File: config.mk
export PLATFORM = sky130hd
export DESIGN_NAME = sqe_scan
export DESIGN_NICKNAME = d
export VERILOG_FILES = /design/src/design/sqe_pkg.sv /design/src/design/sqe_scan.sv
export SDC_FILE = /design/constraint.sdc
export NUM_CORES = 1
export LEC_CHECK = 0
export BUFFER_PORTS_ARGS = -buffer_cell sky130_fd_sc_hd__buf_4
export CORE_AREA = 2 2 150 152
export DETAILED_ROUTE_END_ITERATION = 12
export DIE_AREA = 0 0 152 154
export SLEW_MARGIN = 20
export SYNTH_ARGS = -nofsm -noshare
export SYNTH_HDL_FRONTEND = slang
export SYNTH_SLANG_ARGS = --single-unit
export TNS_END_PERCENT = 100
File: constraint.sdc
create_clock -name vclk -period 4.8
set_clock_uncertainty 0.1 [all_clocks]
set_input_delay 0.96 -clock vclk [all_inputs]
set_output_delay 0.96 -clock vclk [all_outputs]
set_load 0.005 [all_outputs]
File: src/design/sqe_pkg.sv
// ----------------------------------------------------------------------------
// sqe_pkg
// Shared sizes, request and status codes, and cell interface types for the
// sorted entry queue.
// ----------------------------------------------------------------------------
package sqe_pkg;

   // queue geometry
   localparam int DEPTH  = 128;
   localparam int IDX_W  = (DEPTH > 1) ? $clog2(DEPTH) : 1;
   localparam int CNT_W  = $clog2(DEPTH + 1);

   // fixed field widths
   localparam int KEY_W  = 16;
   localparam int REQ_W  = 2;
   localparam int STAT_W = 2;
   localparam int POS_W  = 7;
   localparam int OCC_W  = 8;

   // request codes
   localparam logic [REQ_W-1:0] REQ_APPEND = 2'd0;
   localparam logic [REQ_W-1:0] REQ_INSERT = 2'd1;
   localparam logic [REQ_W-1:0] REQ_REMOVE = 2'd2;
   localparam logic [REQ_W-1:0] REQ_SEARCH = 2'd3;

   // status codes
   localparam logic [STAT_W-1:0] ST_OK       = 2'd0;
   localparam logic [STAT_W-1:0] ST_FULL     = 2'd1;
   localparam logic [STAT_W-1:0] ST_EMPTY    = 2'd2;
   localparam logic [STAT_W-1:0] ST_NOTFOUND = 2'd3;

   // cell update modes
   localparam logic [1:0] MODE_HOLD  = 2'd0;
   localparam logic [1:0] MODE_LOAD  = 2'd1;
   localparam logic [1:0] MODE_LEFT  = 2'd2;
   localparam logic [1:0] MODE_RIGHT = 2'd3;

   // command into one cell: update mode plus the request's key fields
   typedef struct packed {
      logic [1:0]       mode;
      logic [KEY_W-1:0] key_id;
      logic [KEY_W-1:0] key_dur;
   } cell_cmd_type;

   // compare flags out of one cell
   typedef struct packed {
      logic le;
      logic hit;
   } cell_flag_type;

endpackage

File: src/design/sqe_scan.sv
// ----------------------------------------------------------------------------
// sqe_scan
// First-set search across the cell row: log-depth prefix or, one-hot of the
// first set flag and its encoded position.
// ----------------------------------------------------------------------------
module sqe_scan
   import sqe_pkg::*;
(
   input  logic [DEPTH-1:0] vec,
   output logic [DEPTH-1:0] past_first,
   output logic [DEPTH-1:0] first,
   output logic             any,
   output logic [IDX_W-1:0] index
);

   logic [DEPTH-1:0] pre;

   // inclusive prefix or, doubling span each level
   always_comb begin
      pre = vec;
      for (int s = 0; s < IDX_W; s++) begin
         pre = pre | (pre << (1 << s));
      end
   end

   assign past_first = pre << 1;
   assign first      = vec & ~past_first;
   assign any        = pre[DEPTH-1];

   // one-hot to binary
   always_comb begin
      index = '0;
      for (int i = 0; i < DEPTH; i++) begin
         index = index | (first[i] ? IDX_W'(i) : IDX_W'(0));
      end
   end

endmodule

==> run summary <==
The checks that failed: setup timing. The largest net degree at the start of global routing came out at 14. The HPWL after detailed placement is between 30 and 40 mm. The register cell area after layout came out at 0 um2.

The multi-input combinational cells in the finished layout cover a total of between 4000 and 5000 um2. The area fraction of the dominant cell type after synthesis is 8.31%. The wire length reported by the detailed router came out at between 40 and 50 mm. The startpoint identified for the worst hold timing path is vec[127]. The utilization of the core after routing came out at between 50 and 60%. The clock buffer instance count of the final layout is 0. Synthesis handed over a netlist of 800 instances. The congestion estimate from routability-driven global placement came to 1.10. The overall power after layout came out at approximately 330 uW. The die outline height came out at between 150 and 200 um.

The type of the worst setup path is input port to output pin. The hold violation count in the final report came out at 0. For this run, design rule violations remaining after detail routing come to 0. The post-layout net count is 1639. The mapped netlist covers a little under 5000 um2.

The number of rows in the core area came out at 54. The least setup slack across all paths after layout came out at -0.0106 ns. The first global-routing pass estimated 62.7 mm of wire. The standby leakage power came out at between 5 and 6 nW. The number of nets still failing antenna checks after routing came out at 0. The antenna diode instance count came out at 0.

The average via count per standard cell is around 5.6. With fillers left out, the area of the finished cells amounts to ~11000 um2. The clock network burns 0% of the power. The number of antenna violations at the first check in global routing was 0. Along the worst hold path, the cell count comes to 4. The data arrival time at the worst-slack endpoint came out at roughly 3.8 ns. The actual slew at the worst max-slew pin is 0.793 ns.

Ranked by total cell area, the synthesized netlist is headed by nor4_1, nor2_1, or4_1, and3_1, nor3_1. Synthesis instantiated 72 different standard cells from the library. The net count after synthesis is between 900 and 1000. Dividing the detail-routed wire length by the instance count gives between 20 and 25 um. The power density relative to cell area came out at 30.2 nW/um2. The number of hold buffers added after cts came out at 0. The net switching fraction of the power came out at 51.7%. The largest fanout of any net on the critical path came out at 9. Derived from the worst setup path, the maximum achievable clock frequency is slightly above 0.2 GHz.

The post-place setup slack came out at -0.439 ns. The cell-internal power is approximately 160 uW. The proportion of synthesized chip area in sequential cells came out at 0%. The number of global-route vias before repair was roughly 9700. For this configuration, the core starts out at a cell density of between 20% and 30%. The count of final setup violators came out at 2. Of the total power, registers draw 0%. The floorplan die width is roughly 150 um.

The placed cell area is around 10000 um2. The count of warnings emitted by yosys is 0. The run finished, with violations left. The first-pass detailed-route iteration total came out at 6. Global routing consumed, over all layers together, between 30% and 40% of the routing resources. The destination of the worst hold path is any. The cell taking the most area after synthesis is nor4_1. The number of pins with negative max-slew slack in the final report is 0.

The global-route congestion overflow total is 0. The area growth from synthesis to layout is 129%. After layout, the worst path uses 100% of the clock period.

The overall die area is 23400 um2. The switching power of the nets is 173 uW. The layout has ~2300 filler cells. The count of buffers from port buffering is a little under 400. Setup repair after global routing could not meet its margin everywhere. The highest ir drop seen on vdd is 0.0242 mV. The number of primary I/O pins came out at about 390. The path class of the tightest hold or removal check is input port to output pin. The worst setup path is captured at an output pin. The share of total power in combinational logic is 100.0%. The count of max-cap constraint violations is 0. The total via count in the routed design came out at 10100.

The floorplan core area came out at 21700 um2. The share of cells above drive strength 1 is slightly below 60%. The initial detailed-routing violation count came out at about 1200. The remaining max-slew budget at the tightest pin came out at 46.6%. The minimum clock period is slightly below 5 ns. The type of element launching the critical path is an input port.

The critical path required time is 3.74 ns. The design has 0 sequential cells. In this run the mean area of a mapped cell was between 6 and 7 um2.
-- timing repair --
action	4_1_cts	5_1_grt
setup buffers	6	12
endpoints found under the hold margin	0	0
gates resized for setup	41	60
endpoints found under the setup margin	8	10
pin swaps	12	18
-- metrics by stage --
step | hold slack, ns | setup TNS, ns | instances
after floorplan | 1.85 | 0 | 800
after global placement | 2.12 | -1.73 | 1771
after detailed placement | 2.12 | -1.75 | 1771
after CTS | 2.12 | 0 | 1777
after global routing | 2.14 | -0.0694 | 1789
final | 2.12 | -0.0173 | 1789
-- synth_stat cells (15+ instances only) --
library cell	number
and4_1	17
nand2_1	72
inv_1	50
nor2_1	99
nor3_1	57
nand3_1	47
or4_1	44
or3_1	34
and3_1	51
and2_1	35
nor4_1	64
clkbuf_1	15
nand4_1	33
-- worst max-delay path, stage by stage --
cell,delay [ns]
buf_4,0.09
nor4_2,0.05
buf_4,0.13
and3_1,0.21
and3_4,0.19
inv_8,0.11
buf_4,0.14
nor4_2,0.05
buf_4,0.17
or4_4,0.54
or4b_1,0.51
nor2_1,0.16
nand4_1,0.20
buf_4,0.22
-- power by group through the flow --
stage	sequential (mW)	combinational, mW	clock, mW
after detailed placement	0	0.313	0
after global placement	0	0.314	0
after floorplan	0	0.0684	0
final	0	0.334	0
after global routing	0	0.351	0
after CTS	0	0.318	0
-- cells by family (layout without fill, tap and decap cells) --
| family | Yosys count | count (layout) | synth area share (%) |
|---|---|---|---|
| compound gates | 55 | 55 | 8.47 |
| buf+inv | 86 | 795 | 7.98 |
| other cells | 1 | 1 | 0.0779 |
| simple gates | 658 | 658 | 83.5 |
-- worst max path at each step --
stage,from,end,slack [ns],depth (start not counted)
2_1_floorplan,vec[103],index[6],0.47,9
4_1_cts,vec[8],index[3],0.0007,13
3_3_place_gp,vec[23],index[1],-0.40,12
6_report,vec[8],index[1],-0.01,14
3_5_place_dp,vec[23],index[1],-0.44,12
5_1_grt,vec[71],index[6],-0.03,14
-- layer usage --
| metal | track usage (%) | wire (um) | vias to the layer above |
|---|---|---|---|
| li1 | - | - | 4514 |
| met1 | 42.2 | 16700 | 4748 |
| met2 | 61.6 | 21000 | 691 |
| met3 | 6.20 | 4020 | 123 |
| met4 | 12.3 | 2070 | 0 |
| met5 | 0 | 0 | - |
-- cell usage in the layout (no fill, tap or decap), types with 10 or more instances in the layout --
cell      count
or2_2        11
or4_1        27
or4_4        22
nor3_1       52
nor4_1       47
nand3_1      45
and3_1       47
nor2_1       93
nand2_1      72
buf_4       730
nand4_1      33
inv_1        48
or3_1        33
nor4_2       19
and4_1       15
nor4_4       15
nand2b_1     10
and2_1       33
-- cell type report --
class,instances,share of cell area [%]
repair buffers,738,50.6
inverters,57,2.15
multi-input cells,714,44.0
well taps,280,3.17
No activity file was read; power rests on OpenSTA's default activity.
