$ cat src/design/sqe_pkg.sv
// ----------------------------------------------------------------------------
// sqe_pkg
// Shared sizes, request and status codes, and cell interface types for the
// sorted entry queue.
// ----------------------------------------------------------------------------
package sqe_pkg;

   // queue geometry
   localparam int DEPTH  = 128;
   localparam int IDX_W  = (DEPTH > 1) ? $clog2(DEPTH) : 1;
   localparam int CNT_W  = $clog2(DEPTH + 1);

   // fixed field widths
   localparam int KEY_W  = 16;
   localparam int REQ_W  = 2;
   localparam int STAT_W = 2;
   localparam int POS_W  = 7;
   localparam int OCC_W  = 8;

   // request codes
   localparam logic [REQ_W-1:0] REQ_APPEND = 2'd0;
   localparam logic [REQ_W-1:0] REQ_INSERT = 2'd1;
   localparam logic [REQ_W-1:0] REQ_REMOVE = 2'd2;
   localparam logic [REQ_W-1:0] REQ_SEARCH = 2'd3;

   // status codes
   localparam logic [STAT_W-1:0] ST_OK       = 2'd0;
   localparam logic [STAT_W-1:0] ST_FULL     = 2'd1;
   localparam logic [STAT_W-1:0] ST_EMPTY    = 2'd2;
   localparam logic [STAT_W-1:0] ST_NOTFOUND = 2'd3;

   // cell update modes
   localparam logic [1:0] MODE_HOLD  = 2'd0;
   localparam logic [1:0] MODE_LOAD  = 2'd1;
   localparam logic [1:0] MODE_LEFT  = 2'd2;
   localparam logic [1:0] MODE_RIGHT = 2'd3;

   // command into one cell: update mode plus the request's key fields
   typedef struct packed {
      logic [1:0]       mode;
      logic [KEY_W-1:0] key_id;
      logic [KEY_W-1:0] key_dur;
   } cell_cmd_type;

   // compare flags out of one cell
   typedef struct packed {
      logic le;
      logic hit;
   } cell_flag_type;

endpackage

$ cat src/design/sqe_cell.sv
// ----------------------------------------------------------------------------
// sqe_cell
// One queue slot: holds an id and a duration, compares them against the
// request key and loads from the request or from either neighbour.
// ----------------------------------------------------------------------------
module sqe_cell
   import sqe_pkg::*;
(
   input  logic             clock,
   input  logic             occupied,
   input  cell_cmd_type     cmd,
   input  logic [KEY_W-1:0] left_id,
   input  logic [KEY_W-1:0] left_dur,
   input  logic [KEY_W-1:0] right_id,
   input  logic [KEY_W-1:0] right_dur,
   output logic [KEY_W-1:0] cell_id,
   output logic [KEY_W-1:0] cell_dur,
   output cell_flag_type    flags
);

   logic [KEY_W-1:0] id_ff;
   logic [KEY_W-1:0] id_in;
   logic [KEY_W-1:0] dur_ff;
   logic [KEY_W-1:0] dur_in;

   // next contents
   always_comb begin
      unique case (cmd.mode)
         MODE_LOAD: begin
            id_in  = cmd.key_id;
            dur_in = cmd.key_dur;
         end
         MODE_LEFT: begin
            id_in  = left_id;
            dur_in = left_dur;
         end
         MODE_RIGHT: begin
            id_in  = right_id;
            dur_in = right_dur;
         end
         default: begin
            id_in  = id_ff;
            dur_in = dur_ff;
         end
      endcase
   end

   always_ff @(posedge clock) begin
      id_ff  <= id_in;
      dur_ff <= dur_in;
   end

   assign cell_id   = id_ff;
   assign cell_dur  = dur_ff;
   assign flags.le  = occupied && (dur_ff <= cmd.key_dur);
   assign flags.hit = occupied && (id_ff == cmd.key_id);

endmodule

$ cat config.mk
export PLATFORM = sky130hd
export DESIGN_NAME = sqe_cell
export DESIGN_NICKNAME = d
export VERILOG_FILES = /design/src/design/sqe_pkg.sv /design/src/design/sqe_cell.sv
export SDC_FILE = /design/constraint.sdc
export NUM_CORES = 1
export LEC_CHECK = 0
export BUFFER_PORTS_ARGS = -buffer_cell sky130_fd_sc_hd__buf_2
export CAP_MARGIN = 0
export CORE_ASPECT_RATIO = 1.75
export CORE_MARGIN = 4
export CORE_UTILIZATION = 48
export CTS_BUF_LIST = sky130_fd_sc_hd__clkbuf_4 sky130_fd_sc_hd__clkbuf_8
export CTS_CLUSTER_SIZE = 16
export DETAILED_ROUTE_END_ITERATION = 10
export PLACE_DENSITY = 0.87
export SETUP_SLACK_MARGIN = 0.15
export SLEW_MARGIN = 20
export SYNTH_ARGS = -nofsm -noshare
export SYNTH_HDL_FRONTEND = slang
export SYNTH_SLANG_ARGS = --single-unit
$ cat constraint.sdc
create_clock -name clock -period 3.9 [get_ports clock]
set_input_delay 0.585 -clock clock [delete_from_list [all_inputs] [get_ports clock]]
set_output_delay 0.585 -clock clock [all_outputs]
set_load 0.01 [all_outputs]
==> results of run 1 <==
==> worst max-delay path, delay by kind of cell <==
kind                     cells  cell delay, ns
buffers and inverters        3            0.31
AO/OA/AOI/OAI                4            0.81
adder cells (fa/ha/maj)      1            0.29
==> final timing paths <==
path / from / end / slack, ns / depth (start not counted)
worst min-delay path: cmd[8] / cell_dur[8] / 0.65 / 3
worst max-delay path: cmd[5] / flags[1] / 1.32 / 8
==> report_power, final <==
group	total, W	internal [W]	switching, W
sequential	0.000452	0.000428	0.0000241
clock	0.000255	0.000138	0.000117
combinational	0.000276	0.000133	0.000144
==> placed cells by master, fill, tap and decap left out, types with 2 or more instances in the layout <==
cell / n
edfxtp_1: 32
clkbuf_8: 5
clkbuf_4: 2
nand2_1: 4
inv_1: 16
nand4_1: 6
nand3_1: 2
nor4_2: 2
xnor2_1: 12
mux2i_1: 32
nor2_1: 33
a21oi_1: 38
buf_2: 133
ha_1: 16
buf_4: 2
xor2_1: 4
==> cell usage after synthesis (4+ instances only) <==
cell	n
nand2_1	4
ha_1	16
edfxtp_1	32
a21oi_1	38
xor2_1	4
nand4_1	6
mux2i_1	32
nor2_1	33
xnor2_1	12
inv_1	16
==> cell families (layout without fill, tap and decap cells) <==
family,Yosys count,count (layout)
muxes,32,32
adders and majority gates,16,16
buffers and inverters,27,159
and+or+nand+nor,52,52
DFF,32,32
AOI/OAI and AO/OA,44,44
xor gates and xnor gates,16,16
==> area by class of cell <==
class	instances	area, sq um
clock buffer	7	83.83
clock inverter	1	3.754
fill	390	1453
inverter	16	60.06
multi-input combinational	160	1139
sequential	32	960.9
tap	51	63.81
timing repair buffer	135	680.7
==> per-layer routing <==
layer | global-route usage [%] | vias to the layer above
li1 | - | 1050
met1 | 21.39 | 944
met2 | 41.95 | 82
met3 | 4.894 | 9
met4 | 6.108 | 0
met5 | 0 | -
==> registers in the layout, summed over array words and instances (netlist names) <==
| register | flops |
|---|---|
| cell_dur | 16 |
| cell_id | 16 |
==> through the flow <==
step / utilization [%] / hold WS [ns]
2_1_floorplan: - / 0.8105
3_3_place_gp: 65.34 / 0.9241
3_5_place_dp: 65.34 / 0.9303
4_1_cts: 67.31 / 0.6369
5_1_grt: 67.31 / 0.6605
6_report: 67.31 / 0.6473
==> flow_summary_export.csv, run 1 <==
group,metric,value,unit
status,status,"finished, final reports clean",
detailed_routing,vias_per_cell,5.187,
synth,synthXorXnorAreaFrac,6.328,%
synth,synth.area.mux_share,14.46,%
synth,yosys.area_share.simple,10.96,%
power,ir_worst_vdd,0.2633,mV
floorplan,die_w,59.35,um
worst_setup_path,max_stage_delay,0.35,ns
synth,yosysUniqueCellTypes,27,
clock_tree,ctsHoldBuffers,0,
detailed_routing,routed.top_layer,"met4",
clock_tree,cts_buffer_depth,2,
finish,final_cells,402,
sta,hold_violations,0,
worst_setup_path,slowest_stage,"a221o_1",
synth,ys_ff_latch,32,
synth,yosysTopAreaCell,"edfxtp_1",
synth,synth_cells,219,
worst_setup_path,crit_fanout,2,
synth,yosys_warnings,0,
sta,final.min_clock_period,2.583,ns
global_routing,grt_usage,21.64,%
sta,period_share,66.24,%
clock_tree,clk_transition_reported_paths,0.07,ns
detailed_routing,met3_length,438,um
finish,drive_gt1_share,41.31,%
synth,synth_seq_area_share,43.39,%
detailed_routing,wl_met1,2071,um
synth,synth_edf_count,32,
finish,diodes,0,
synth,async_flop_share,0,%
synth,synthAdderAreaFrac,9.040,%
detailed_routing,wl_met2,3586,um
clock_tree,h-tree-depth,2,
floorplan,core,4444,sq um
power,power_per_cell_area,328.7,nW/um^2
sta,worst_slew_pin_slew,0.7697,ns
floorplan,dieArea,5807,sq um
detailed_routing,vias,2085,
global_routing,overflow,0,
worst_hold_path,hp-class,"in -> reg",
synth,syn_area_per_cell,10.11,sq um
worst_setup_path,cp-end-kind,"output port",
placement,dpl.hpwl,4955,um
sta,setup_slack,1.317,ns
sta,drv_slew,0,
finish,stdcell_area,2992,sq um
floorplan,io_pins,134,
synth,synth.cell_area,2215,sq um
clock_tree,cts_sinks,32,
clock_tree,cts_tree,"done",
synth,yosys_most_used_dff,"edfxtp_1",
placement,dp.cells,394,
global_routing,grt_max_degree,66,
synth,post-synth-top-area-fraction,43.39,%
power,p_leak,1.502,nW
detailed_routing,wl_per_cell,15.34,um
sta,rsz0062_at_grt,"no",
floorplan,start_util,49.83,%
finish,area_growth,35.08,%
detailed_routing,detail-route-antenna-nets,0,
sta,fin_tns_setup,0,ns
sta,timing.slew.headroom,48.69,%
synth,synth_fp_nets,335,
placement,port-buffer-count,133,
global_routing,grt_pass1_vias,2223,
worst_setup_path,crit_chain,"buf_2 -> inv_1 -> ha_1 -> a21oi_1 -> o21ai_0 -> a221o_1 -> o31ai_1 -> buf_2",
clock_tree,cts_resized,0,
finish,layout.nets,466,
synth,synth_area_leaders,"edfxtp_1, mux2i_1, ha_1, a21oi_1, nor2_1",
clock_tree,numCtsBuffers,5,
detailed_routing,routed_wl,6166,um
detailed_routing,dr.first_iter.drc_count,52,
detailed_routing,drc_errors,0,
power,fin_total_pwr,0.0009835,W
sta,fmax,387.1,MHz
worst_setup_path,crit_arrival,2.00,ns
floorplan,die_h,97.86,um
placement,dpl_cell_area,2904,sq um
floorplan,core.rowCount,32,
placement,gp_congestion,0.8777,
global_routing,grt_pass1_wl,9749,um
run,drv_cap,0,
clock_tree,post_cts_buffers,0,
detailed_routing,firstDrtPassIters,4,
synth,synth_top_family_by_area,"multiplexers",
clock_tree,root_buffer,"clkbuf_8",
global_routing,antenna_found_initial,0,
worst_setup_path,cpMostUsedCell,"buf_2",
worst_setup_path,worstSetupStartpointType,"input pin",
worst_setup_path,worstPathRequired,3.31,ns
placement,place_ws,1.325,ns
worst_setup_path,worstSetupPathType,"in -> out",
synth,synth_compound_area_share,10.62,%
sta,setup_viol,0,
(Power assumes the default switching activity.)
==> run 2: changes to the inputs <==
--- a/config.mk
+++ b/config.mk
@@ -9,11 +9,11 @@
 export CAP_MARGIN = 0
 export CORE_ASPECT_RATIO = 1.75
 export CORE_MARGIN = 4
-export CORE_UTILIZATION = 48
+export CORE_UTILIZATION = 45
 export CTS_BUF_LIST = sky130_fd_sc_hd__clkbuf_4 sky130_fd_sc_hd__clkbuf_8
 export CTS_CLUSTER_SIZE = 16
 export DETAILED_ROUTE_END_ITERATION = 10
-export PLACE_DENSITY = 0.87
+export PLACE_DENSITY = 0.82
 export SETUP_SLACK_MARGIN = 0.15
 export SLEW_MARGIN = 20
 export SYNTH_ARGS = -nofsm -noshare
==> constraint.sdc (replaced) <==
create_clock -name clock -period 2.69 [get_ports clock]
set_input_delay 0.4035 -clock clock [delete_from_list [all_inputs] [get_ports clock]]
set_output_delay 0.4035 -clock clock [all_outputs]
set_load 0.01 [all_outputs]
==> run 2 against run 1 <==
  * Worst setup slack got worse by 1.0 ns
  * Count of clock-buffer cells in the layout unchanged
  * Clock power increased by 44%
  * Hold slack got worse by 0.19 ns
  * Wire length decreased by 3.6%
  * Critical path depth decreased by 2
  * Final cell count increased by 0.75%
  * Global-route usage decreased by 1.5 points
  * Core utilization decreased by 3.1 points
  * Non-clock buffer count increased by 2
  * Via count increased by 0.19%
  * Largest power group unchanged
==> flow_summary_export.csv, run 2 (synthesized netlist as in run 1, its figures left out) <==
group,metric,value,unit
status,status,"finished, final reports clean",
run,drv_cap,0,
floorplan,core,4707,sq um
sta,fmax,416.8,MHz
clock_tree,root_buffer,"clkbuf_8",
detailed_routing,vias,2089,
detailed_routing,detail-route-antenna-nets,0,
worst_setup_path,cp-end-kind,"output port",
sta,setup_viol,0,
clock_tree,post_cts_buffers,0,
worst_setup_path,crit_start,"cell_dur[15]",
worst_setup_path,slowest_stage,"edfxtp_1",
global_routing,grt_pass1_wl,9370,um
detailed_routing,firstDrtPassIters,4,
sta,period_share,89.20,%
global_routing,grt_max_degree,65,
worst_setup_path,worstPathRequired,2.29,ns
worst_setup_path,crit_arrival,2.00,ns
clock_tree,h-tree-depth,2,
detailed_routing,wl_per_cell,14.68,um
placement,gp_congestion,0.7829,
detailed_routing,vias_per_cell,5.158,
floorplan,die_h,100.8,um
global_routing,overflow,0,
floorplan,io_pins,134,
clock_tree,cts_sinks,32,
sta,hold_ws,0.4618,ns
sta,rsz0062_at_grt,"no",
power,ir_worst_vdd,0.4037,mV
finish,layout_commonest_cell,"buf_2",
clock_tree,cts_resized,0,
finish,area_growth,36.38,%
placement,dpl.hpwl,4881,um
sta,hold_violations,0,
power,p_leak,1.517,nW
clock_tree,cts_buffer_depth,2,
floorplan,die_w,61.03,um
detailed_routing,dr.first_iter.drc_count,62,
worst_setup_path,worst-path-buf-inv,1,
sta,timing.slew.headroom,59.38,%
placement,port-buffer-count,133,
detailed_routing,routed_wl,5947,um
worst_setup_path,cp_num_cells,6,
worst_setup_path,worstSetupStartpointType,"register",
finish,layout.nets,468,
clock_tree,numCtsBuffers,5,
worst_setup_path,worstSetupPathType,"reg -> out",
sta,fin_tns_setup,0,ns
worst_setup_path,crit_fanout,3,
finish,drive_gt1_share,41.64,%
floorplan,start_util,47.05,%
worst_setup_path,cp_top_family,"simple AND/OR/NAND/NOR gates",
worst_setup_path,crit_chain,"ha_1 -> nand4_1 -> nor4_2 -> a21boi_1 -> o31ai_1 -> buf_2",
clock_tree,ctsHoldBuffers,0,
detailed_routing,drc_errors,0,
finish,diodes,0,
worst_setup_path,max_stage_delay,0.41,ns
clock_tree,cts_tree,"done",
clock_tree,clk_transition_reported_paths,0.07,ns
power,power_per_cell_area,471.4,nW/um^2
global_routing,grt_usage,20.16,%
finish,layout_common_cells,"buf_2, a21oi_1, nor2_1, mux2i_1, edfxtp_1",
finish,n_fill_cell,429,
global_routing,grt_pass1_vias,2190,
floorplan,dieArea,6152,sq um
sta,drv_slew,0,
worst_setup_path,cp-endpoint,"flags[1]",
floorplan,core.rowCount,33,
sta,final.min_clock_period,2.399,ns
worst_hold_path,hp-class,"in -> reg",
sta,worst_slew_pin_slew,0.6093,ns
global_routing,antenna_found_initial,0,
-- run 2: worst min-delay path by stage --
stage	depth (start not counted)	from	end	slack, ns
after global placement	3	cmd[8]	cell_dur[8]	0.74
after global routing	3	cmd[24]	cell_id[8]	0.47
after floorplan	2	cmd[28]	cell_id[12]	0.63
after detailed placement	3	cmd[11]	cell_dur[11]	0.75
after CTS	3	cmd[11]	cell_dur[11]	0.45
final	3	cmd[11]	cell_dur[11]	0.46
-- run 2: layout make-up --
class                           instances  area [sq um]  share of cell area (%)
Timing Repair Buffer                  137         708.2                   23.45
Sequential cell                        32         960.9                   31.81
Inverter                               16         60.06                   1.988
Multi-Input combinational cell        160          1139                   37.70
Tap cell                               52         65.06                   2.154
Clock inverter                          1         3.754                  0.1243
Clock buffer                            7         83.83                   2.775
-- run 2: per-layer routing --
layer  up-vias  GRT usage, %  share of wire (%)
li1       1058             -                  -
met1       939         21.41                 35
met2        80         36.30                 56
met3        12         4.359                6.9
met4         0         8.681                2.6
met5         -             0                  0
-- run 2: stage by stage --
stage / cells / cell area [sq um] / utilization [%] / total power [W] / setup WS (ns)
2_1_floorplan: 219 / 2215 / - / 0.0008824 / 0.7014
3_3_place_gp: 397 / 2933 / 62.31 / 0.001059 / 0.4988
3_5_place_dp: 397 / 2933 / 62.31 / 0.001071 / 0.4694
4_1_cts: 405 / 3020 / 64.17 / 0.001446 / 0.2727
5_1_grt: 405 / 3020 / 64.17 / 0.001516 / 0.1790
6_report: 405 / 3020 / 64.17 / 0.001424 / 0.2905
-- run 2: power by group --
group / total [W] / internal, W / switching, W
registers: 0.000656 / 0.000620 / 0.0000354
logic: 0.000400 / 0.000196 / 0.000204
clock network: 0.000368 / 0.000200 / 0.000167
